## config.mk

```make
export PLATFORM = sky130hd
export DESIGN_NAME = sed_cell
export DESIGN_NICKNAME = d
export VERILOG_FILES = /design/src/hdl/sed_pkg.sv /design/src/hdl/sed_cell.sv
export SDC_FILE = /design/constraint.sdc
export NUM_CORES = 1
export LEC_CHECK = 0
export BUFFER_PORTS_ARGS = -buffer_cell sky130_fd_sc_hd__buf_4
export CAP_MARGIN = 20
export CELL_PAD_IN_SITES_DETAIL_PLACEMENT = 2
export CELL_PAD_IN_SITES_GLOBAL_PLACEMENT = 2
export CORE_MARGIN = 5
export CORE_UTILIZATION = 34
export DETAILED_ROUTE_END_ITERATION = 8
export GPL_ROUTABILITY_DRIVEN = 0
export PLACE_DENSITY = 0.9
export SYNTH_ARGS = -nofsm -noshare
export SYNTH_HDL_FRONTEND = slang
export SYNTH_SLANG_ARGS = --single-unit
```

## constraint.sdc

```tcl
create_clock -name clk -period 9.5 [get_ports clk]
set_input_delay 1.425 -clock clk [delete_from_list [all_inputs] [get_ports clk]]
set_output_delay 1.425 -clock clk [all_outputs]
set_load 0.05 [all_outputs]
```

## src/hdl/sed_pkg.sv

```systemverilog
// ----------------------------------------------------------------------------
// sed_pkg
// Shared types and constants for the edit distance engine.
// ----------------------------------------------------------------------------
`default_nettype none

package sed_pkg;

  localparam int CHAR_W = 8;
  localparam int DIST_W = 7;

  // request modes
  localparam logic [1:0] MODE_CLEAR  = 2'd0;
  localparam logic [1:0] MODE_APPEND = 2'd1;
  localparam logic [1:0] MODE_QUERY  = 2'd2;
  localparam logic [1:0] MODE_END    = 2'd3;

  // controller states
  typedef enum logic [1:0] {
    ST_IDLE,
    ST_WAVE,
    ST_EMIT
  } state_t;

  // token and query character handed from cell to cell
  typedef struct packed {
    logic              tok;
    logic [CHAR_W-1:0] qch;
  } wave_t;

endpackage

`default_nettype wire

```

## src/hdl/sed_cell.sv

```systemverilog
// ----------------------------------------------------------------------------
// sed_cell
// One column cell: holds a reference character and its row entry, and
// updates the entry when the query token passes through.
// ----------------------------------------------------------------------------
`default_nettype none

module sed_cell #(
  parameter int DW = 7,
  parameter int K  = 0
) (
  input  wire logic                          clk,
  input  wire logic                          rst_n,
  input  wire logic                          rearm,
  input  wire logic                          clr,
  input  wire logic                          wr_en,
  input  wire logic [sed_pkg::CHAR_W-1:0]    wr_ch,
  input  wire sed_pkg::wave_t                wave_i,
  input  wire logic [DW-1:0]                 left_new,
  input  wire logic [DW-1:0]                 left_old,
  output sed_pkg::wave_t                     wave_o,
  output logic [DW-1:0]                      val_o,
  output logic [DW-1:0]                      prev_o
);

  logic                       has_r;
  logic                       tok_r;
  logic [sed_pkg::CHAR_W-1:0] ch_r;
  logic [sed_pkg::CHAR_W-1:0] qch_r;
  logic [DW-1:0]              val_r;
  logic [DW-1:0]              prev_r;

  logic          fire;
  logic [DW:0]   c_up;
  logic [DW:0]   c_left;
  logic [DW:0]   c_diag;
  logic [DW:0]   m1;
  logic [DW:0]   m2;

  assign fire   = wave_i.tok & has_r;
  assign c_up   = {1'b0, val_r} + {{DW{1'b0}}, 1'b1};
  assign c_left = {1'b0, left_new} + {{DW{1'b0}}, 1'b1};
  assign c_diag = {1'b0, left_old} + {{DW{1'b0}}, (ch_r != wave_i.qch)};
  assign m1     = (c_up < c_left) ? c_up : c_left;
  assign m2     = (m1 < c_diag) ? m1 : c_diag;

  always_ff @(posedge clk) begin
    if (!rst_n) begin
      has_r <= 1'b0;
      tok_r <= 1'b0;
      val_r <= DW'(K + 1);
    end else begin
      tok_r <= fire;
      if (clr) begin
        has_r <= 1'b0;
      end else if (wr_en) begin
        has_r <= 1'b1;
      end
      if (rearm) begin
        val_r <= DW'(K + 1);
      end else if (fire) begin
        val_r <= m2[DW-1:0];
      end
    end
  end

  // payload, no reset
  always_ff @(posedge clk) begin
    if (wr_en) begin
      ch_r <= wr_ch;
    end
    if (fire) begin
      prev_r <= val_r;
      qch_r  <= wave_i.qch;
    end
  end

  assign wave_o.tok = tok_r;
  assign wave_o.qch = qch_r;
  assign val_o      = val_r;
  assign prev_o     = prev_r;

endmodule

`default_nettype wire

```

======== Yosys cells after proc, flatten, opt, wreduce, memory -nomap -nowiden ========
Cells that the tools add are included.
word-level totals
  bits in registers ....................... 32
  bits of input ports ..................... 36
  output and inout port bits .............. 23
operators by class
  $add $sub $neg .......................... 3
  $lt $le $gt $ge ......................... 2
  equality and inequality tests ........... 1
  muxes and demuxes ....................... 2
  bitwise logic cells ..................... 2
  reductions and logical operators ........ 2
operators by type and width
  kind                 number
  $add 7x1->8 const B  2
  $lt 8x8->1           2
  $add 7x1->8          1
  $mux 8               1
  $ne 8x8->1           1
  $mux 7               1
  $reduce_or 2->1      2
  $and 1x1->1          1
  $not 1->1            1

======== Depth between registers and ports, before layout ========
Gate-level depths: netlist of the first run.
  depth after elaboration ................. 5
  mapped depth ............................ 20
  gate-level depth less buffers ........... 20

======== Worst setup path before layout of the first run ========
OpenSTA, ideal clock, no wires.
  path kind ............................... input port to flip-flop
  from .................................... in left_new[0]
  to ...................................... reg val_r[3], in the netlist val_o[3]
  library setup time ...................... 0.079 ns
  arrival ................................. 4.549 ns
  path slack .............................. 4.872 ns
  stages on the path ...................... 15
  path buffers ............................ 0
  cell sequence ........................... ha_1 > inv_1 > ha_1 > a2111o_1 > a31oi_1 > o311ai_2 > mux2i_1 > ha_1 > and4_1 > a21oi_1 > o2111ai_1 > nor2_1 > mux2_4 > or4_1 > o211ai_1
between the ends
  cells in the longest elaborated chain, start to end .. 5
ends and longest elaborated chain
  element               line            source
  start, declared       sed_cell.sv:19  input wire logic [DW-1:0] left_new,
  $add 7x1->8 (*)       sed_cell.sv:42  assign c_left = {1'b0, left_new} + {{DW{1'b0}}, 1'b1};
  $lt 8x8->1            sed_cell.sv:44  assign m1 = (c_up < c_left) ? c_up : c_left;
  $mux 8 (*)            sed_cell.sv:44
  $lt 8x8->1            sed_cell.sv:45  assign m2 = (m1 < c_diag) ? m1 : c_diag;
  $mux 7 (*)            sed_cell.sv:45
  end signal, assigned  sed_cell.sv:51  val_r <= DW'(K + 1);
  end signal, assigned  sed_cell.sv:60  val_r <= DW'(K + 1);
  end signal, assigned  sed_cell.sv:62  val_r <= m2[DW-1:0];
  end, declared         sed_cell.sv:30  logic [DW-1:0] val_r;
Every way passes the cells marked *; elsewhere a longest branch is shown, timed or not.
A chain may end at the register's enable or synchronous reset.

======== Worst setup path after layout of the first run ========
Ends and elaborated chain as after synthesis.

==> reports/results.md, run 1 <==
## Logic synthesis
- **Unique masters post-synth** 42
- **mean area per synthesized cell** 10.6 um2
- **area fraction of the dominant cell type after synthesis** 0.350
- **synthesized net count** 239
- **top post-synthesis cells by count** 23 x edfxtp_1, 21 x nand2_1, 17 x ha_1
- **top cell type by total area after synthesis** edfxtp_1
- **most common flop cell mapped by yosys** edfxtp_1
- **warning count from the yosys run** 0
- **cells after synthesis** 186
- **count leader, synth** edfxtp_1
- **synth top area cells** edfxtp_1 35%, ha_1 11%, dfxtp_1 9.1%
- **number of enable flip-flop cells after synthesis** 23
- **sequential share of the synthesized area** 0.441
- **post-synthesis async set-or-reset flop share** 0
- **number of storage elements in the synthesis netlist** 32
- **post-synthesis instance area** 1980 um2

## CTS
- **clock insertion delay at the later pin of the skew report** 280 ps
- **CTS HTree Levels** 2
- **clock slew seen by the registers of the worst setup and hold paths** 60 ps
- **buffers inserted during post-CTS setup optimization** 0
- **PostCTS Resize Cnt** 0
- **number of sinks driven by the clock tree** 32
- **maximum clock path buffer count** 2
- **clock root cell** clkbuf_8
- **number of buffers inserted during clock tree synthesis** 5
- **CTS Hold Bufs** 0
- **CTS tree** yes

## Power and ir drop
- **Pwr Total** 304 uW
- **Power Dens Cells** 118 nW/um2
- **Combinational Power Share** 0.166
- **net switching power of the design** 76.5 uW
- **net switching share of the total power** 0.251
- **Leak Pwr** 0.00112 uW
- **Clock Power Share** 0.321
- **Seq pwr share** 0.513
- **Internal** 228 uW
- **maximum ir drop on the vdd rail** 56.1 uV

## Setup path
- **crit path cell chain** buf_4 > ha_1 > inv_1 > ha_1 > a2111o_1 > a31oi_1 > o311ai_2 > mux2i_1 > ha_1 > and4_1 > a21oi_1 > o21ai_0 > a31oi_1 > nor2_1 > o211ai_1
- **logic depth of the worst path, buffers included** 15
- **number of buffer and inverter instances along the worst setup path** 2
- **CP max FO** 8
- **critical path startpoint category** primary input
- **crit path kind** primary input to flip-flop
- **endpoint type of the worst setup path** flip-flop
- **slowest library cell on the worst path** a31oi_1
- **number of cells on the worst reg-to-reg path** 15
- **required arrival time at the worst endpoint** 9700 ps
- **slowest cell delay on critical path** 470 ps
- **arrival time at the worst endpoint** 5380 ps
- **Top Family by Delay on Critical Path** compound AO/OA/AOI/OAI gates
- **CP most frequent cell** ha_1

## Die
- **I/O Pins** 59
- **overall die height** 86.2 um
- **standard-cell rows** 27
- **die span in x** 86.2 um
- **Starting Density** 0.354
- **placeable core region** 5570 um2
- **area enclosed by the die boundary** 7440 um2

## Timing
- **share of the cycle needed by the critical path after routing** 0.545
- **final-report max-slew violation count** 0
- **number of endpoints with negative hold slack in the final report** 0
- **maximum achievable frequency** 0.193 GHz
- **final setup violating endpoints** 0
- **measured slew at the worst slew-check pin** 610 ps
- **Setup TNS** 0 ps
- **setup slack of the critical path after layout** 4320 ps
- **Final min period** 5180 ps
- **max_slew headroom** 0.593
- **RSZ-0062 raised after global routing** false
- **Hold WS** 506 ps
- **worst clock skew** 2.64 ps

## Global routing
- **global router's overall resource usage** 0.166
- **wire length of the first global-routing pass** 9580 um
- **residual overflow from global routing** 0
- **maximum number of pins on one net before global-route repair** 17
- **number of antenna violations at the first check in global routing** 0
- **via count of the first global-routing pass** 1,862

## Final layout
- **share of post-route cells with drive strength above 1** 0.304
- **Final #Nets** 302
- **number of fillers in the final layout** 600
- **growth of design area from synthesis to finish** 30.1%
- **diodes inserted** 0

## Placed design
- **HPWL Detailed** 5300 um
- **number of buffer cells added on primary ports** 58
- **DP Worst Slack** 4040 ps

## Flow run
- **max-cap violations** 0

## Min path
- **worst hold path type** flip-flop to flip-flop
- **hold-critical path depth** 1

## Drt
- **Pre-Repair DR Iteration Count** 4
- **number of nets still failing antenna checks after routing** 0
- **1st-iter DRT viols** 59
- **mean number of vias per cell** 5.15
- **via count** 1,658
- **aggregate routed wire length** 6120 um
- **final routed wire length divided by cell count** 19.0 um
- **DRC violation count after routing** 0

## Status
- **outcome** finished, final reports clean

-- power by group through the flow --
| stage | Sequential [uW] | Clock (uW) | Combinational, uW |
|---|---|---|---|
| final | 156 | 97.7 | 50.4 |
| after CTS | 156 | 101 | 51.1 |
| after global placement | 159 | 0 | 47.8 |
| after detailed placement | 159 | 0 | 50.9 |
| after global routing | 157 | 107 | 55.3 |
| after floorplan | 162 | 0 | 22.5 |
-- final cells by class --
type                       instances  area [um2]  share of cell area
clock buffer                       7        76.3              0.0297
multi-input combinational        140        1050               0.408
tap                               72        90.1              0.0350
inverter                          12        45.0              0.0175
sequential                        32         871               0.339
timing repair buffer              58         435               0.169
clock inverter                     1        5.00             0.00195
-- path summary, 6_finish.rpt --
| kind | startpoint | endpoint | slack, ps |
|---|---|---|---|
| max | left_new[0] | val_o[3]$_SDFFE_PP0P_ | 4320 |
| min | has_r$_SDFFE_PP0P_ | tok_r$_SDFF_PN0_ | 510 |
| max reg2reg | val_o[0]$_SDFFE_PP1P_ | val_o[3]$_SDFFE_PP0P_ | 4840 |
| min reg2reg | has_r$_SDFFE_PP0P_ | tok_r$_SDFF_PN0_ | 510 |
-- layout by cell type, fill, tap and decap left out, types with 4 or more instances in the layout --
cell type and count:
o211ai_1 6, or4_1 4, ha_1 17, edfxtp_1 23
clkbuf_8 5, mux2i_1 6, nand3_1 10, nand2_1 21
o21ai_0 4, dfxtp_1 9, nor2_1 12, xnor2_1 7
buf_4 58, xor2_1 14, a21oi_1 4, nand2b_1 4
inv_1 12
-- sequential cells by signal, indices dropped and copies added, names as in the netlist --
signal	cells
ch_r	8
qch_r	8
prev_o	7
has_r	1
tok_r	1
val_o	7
-- routing by layer --
metal / global-route usage / part of all wire / vias to the layer above
met5: 0 / 0 / -
li1: - / - / 812
met2: 0.309 / 0.52 / 37
met4: 0.0382 / 0.011 / 0
met3: 0.0361 / 0.048 / 7
met1: 0.194 / 0.42 / 802
-- metrics by stage --
step	instances	utilization	cell area (um2)
after floorplan	186	-	1980
after global placement	314	0.447	2490
after detailed placement	314	0.447	2490
after CTS	322	0.461	2570
after global routing	322	0.461	2570
final	322	0.461	2570
-- kinds of logic after synthesis --
logic type	synth area share
AND/OR/NAND/NOR	0.163
flip-flops	0.441
AO/OA/AOI/OAI	0.123
XOR/XNOR	0.0931
adder cells (fa/ha/maj)	0.108
buffers and inverters	0.0285
multiplexers	0.0437
Power figures use the tool's default switching activity.
==> inputs of run 2 (changes only) <==
--- a/config.mk
+++ b/config.mk
@@ -10,10 +10,10 @@
 export CELL_PAD_IN_SITES_DETAIL_PLACEMENT = 2
 export CELL_PAD_IN_SITES_GLOBAL_PLACEMENT = 2
 export CORE_MARGIN = 5
-export CORE_UTILIZATION = 34
+export CORE_UTILIZATION = 28
 export DETAILED_ROUTE_END_ITERATION = 8
 export GPL_ROUTABILITY_DRIVEN = 0
-export PLACE_DENSITY = 0.9
+export PLACE_DENSITY = 0.79
 export SYNTH_ARGS = -nofsm -noshare
 export SYNTH_HDL_FRONTEND = slang
 export SYNTH_SLANG_ARGS = --single-unit
==> constraint.sdc (replaced) <==
create_clock -name clk -period 4.5 [get_ports clk]
set_input_delay 0.675 -clock clk [delete_from_list [all_inputs] [get_ports clk]]
set_output_delay 0.675 -clock clk [all_outputs]
set_load 0.05 [all_outputs]
==> run 2 against run 1 <==
  * Total power grew 130%
  * Clock-buffer cell count shrank 1
  * Combinational power grew 120%
  * Via count grew 2.4%
  * Register-to-register slack lost 4600 ps
  * Non-clock buffer count grew 4
  * Critical path depth grew 1
==> reports/results.md, run 2 (synthesized netlist as in run 1, its figures left out) <==
## Status
- **outcome** finished, final reports clean

## Final layout
- **register cell area after layout** 872 um2
- **share of post-route cells with drive strength above 1** 0.331
- **most frequent cells in the layout** 62 x buf_4, 23 x edfxtp_1, 21 x nand2_1
- **leading cell type in the layout, fill and taps excluded** buf_4
- **diodes inserted** 0
- **growth of design area from synthesis to finish** 35.6%
- **footprint of the multi-input gates** 1070 um2
- **utilization after layout** 0.392
- **Final #Nets** 306
- **number of fillers in the final layout** 770
- **biggest registers after layout** ch_r x8, qch_r x8

## Timing
- **final setup violating endpoints** 0
- **worst clock skew** 2.91 ps
- **share of the cycle needed by the critical path after routing** 0.936
- **RSZ-0062 raised after global routing** false
- **Final min period** 4210 ps
- **maximum achievable frequency** 0.237 GHz
- **setup slack of the critical path after layout** 287 ps
- **final-report max-slew violation count** 0
- **number of endpoints with negative hold slack in the final report** 0
- **max_slew headroom** 0.588
- **measured slew at the worst slew-check pin** 618 ps

## CTS
- **number of buffers inserted during clock tree synthesis** 5
- **buffers inserted during post-CTS setup optimization** 0
- **maximum clock path buffer count** 2
- **CTS HTree Levels** 2
- **CTS Hold Bufs** 0
- **clock root cell** clkbuf_8
- **number of sinks driven by the clock tree** 32
- **CTS tree** yes
- **clock insertion delay at the later pin of the skew report** 280 ps
- **clock slew seen by the registers of the worst setup and hold paths** 60 ps

## Die
- **Starting Density** 0.289
- **area enclosed by the die boundary** 8840 um2
- **overall die height** 94 um
- **placeable core region** 6830 um2
- **die span in x** 94 um
- **standard-cell rows** 30
- **I/O Pins** 59

## Setup path
- **endpoint type of the worst setup path** flip-flop
- **required arrival time at the worst endpoint** 4700 ps
- **CP most frequent cell** ha_1
- **R2R Path Start** val_o[2]$_SDFFE_PP0P_
- **critical path startpoint category** flip-flop
- **crit path kind** flip-flop to flip-flop
- **crit path cell chain** nand3_1 > xor2_1 > inv_1 > ha_1 > a2111o_1 > a31oi_2 > o311ai_4 > mux2i_1 > ha_1 > and4_1 > a21oi_1 > o2111ai_1 > nor2_1 > mux2_4 > or4_1 > o211ai_1
- **arrival time at the worst endpoint** 4410 ps
- **slowest cell delay on critical path** 490 ps
- **slowest library cell on the worst path** dfxtp_1
- **CP max FO** 7
- **source of the critical timing path** val_o[2]$_SDFFE_PP0P_

## Drt
- **aggregate routed wire length** 6250 um
- **final routed wire length divided by cell count** 17.9 um
- **mean number of vias per cell** 4.85
- **Pre-Repair DR Iteration Count** 4
- **via count** 1,698
- **number of nets still failing antenna checks after routing** 0
- **1st-iter DRT viols** 63
- **DRC violation count after routing** 0

## Global routing
- **via count of the first global-routing pass** 1,900
- **number of antenna violations at the first check in global routing** 0
- **maximum number of pins on one net before global-route repair** 17
- **residual overflow from global routing** 0
- **global router's overall resource usage** 0.147
- **wire length of the first global-routing pass** 9940 um

## Flow run
- **max-cap violations** 0

## Power and ir drop
- **Leak Pwr** 0.00116 uW
- **maximum ir drop on the vdd rail** 101 uV
- **Pwr Total** 706 uW
- **Power Dens Cells** 264 nW/um2

## Placed design
- **HPWL Detailed** 5340 um
- **number of buffer cells added on primary ports** 58
- **DP Worst Slack** -7.11 ps

## Min path
- **worst hold path type** flip-flop to flip-flop
- **launch point of the worst hold path** has_r$_SDFFE_PP0P_

## run 2: layer usage
metal / routed length (um) / vias up / part of all wire / GRT usage
met1: 2510 / 826 / 0.40 / 0.168
met5: 0 / - / 0 / 0
li1: - / 819 / - / -
met2: 3380 / 47 / 0.54 / 0.276
met4: 64 / 0 / 0.010 / 0.0421
met3: 296 / 6 / 0.047 / 0.0264
## run 2: final cells by class
type	count	area share
multi-input cells	140	0.399
clock buffers	6	0.0271
inverters	12	0.0168
well taps	96	0.0448
clock inverters	2	0.0131
flip-flops and latches	32	0.326
repair buffers	62	0.174
## run 2: worst max-delay path: cells and delay by family (launching register included)
kind	cells	cell delay, ps
adder cells (fa/ha/maj)	2	560
AND/OR/NAND/NOR	4	910
flip-flops	1	490
XOR/XNOR	1	270
AO/OA/AOI/OAI	6	1300
multiplexers	2	530
buffers and inverters	1	90
## run 2: path summary, 6_finish.rpt
| kind | to | slack [ps] | cells after the start |
|---|---|---|---|
| worst min register to register | tok_r$_SDFF_PN0_ | 500 | 1 |
| worst max register to register | val_o[5]$_SDFFE_PP0P_ | 290 | 16 |
| worst max-delay path | val_o[5]$_SDFFE_PP0P_ | 290 | 16 |
| worst min-delay path | tok_r$_SDFF_PN0_ | 500 | 1 |
## run 2: what timing repair did
action	CTS	global route
gates resized for setup	0	4
endpoints found under the setup margin	0	7
hold endpoints to repair	0	0
## run 2: where the power goes
group | leakage, uW | switching (uW) | internal [uW]
combinational | 0.000815 | 61.1 | 49.5
clock | 0.0000552 | 102 | 164
sequential | 0.000293 | 4.86 | 325
## run 2: through the flow
stage	TNS, ps	instances	hold WS (ps)	cell area (um2)
final	0	350	498	2680
after global routing	0	350	516	2680
after CTS	0	350	501	2660
after detailed placement	-7.11	342	491	2550
after global placement	0	342	482	2550
after floorplan	0	186	475	1980
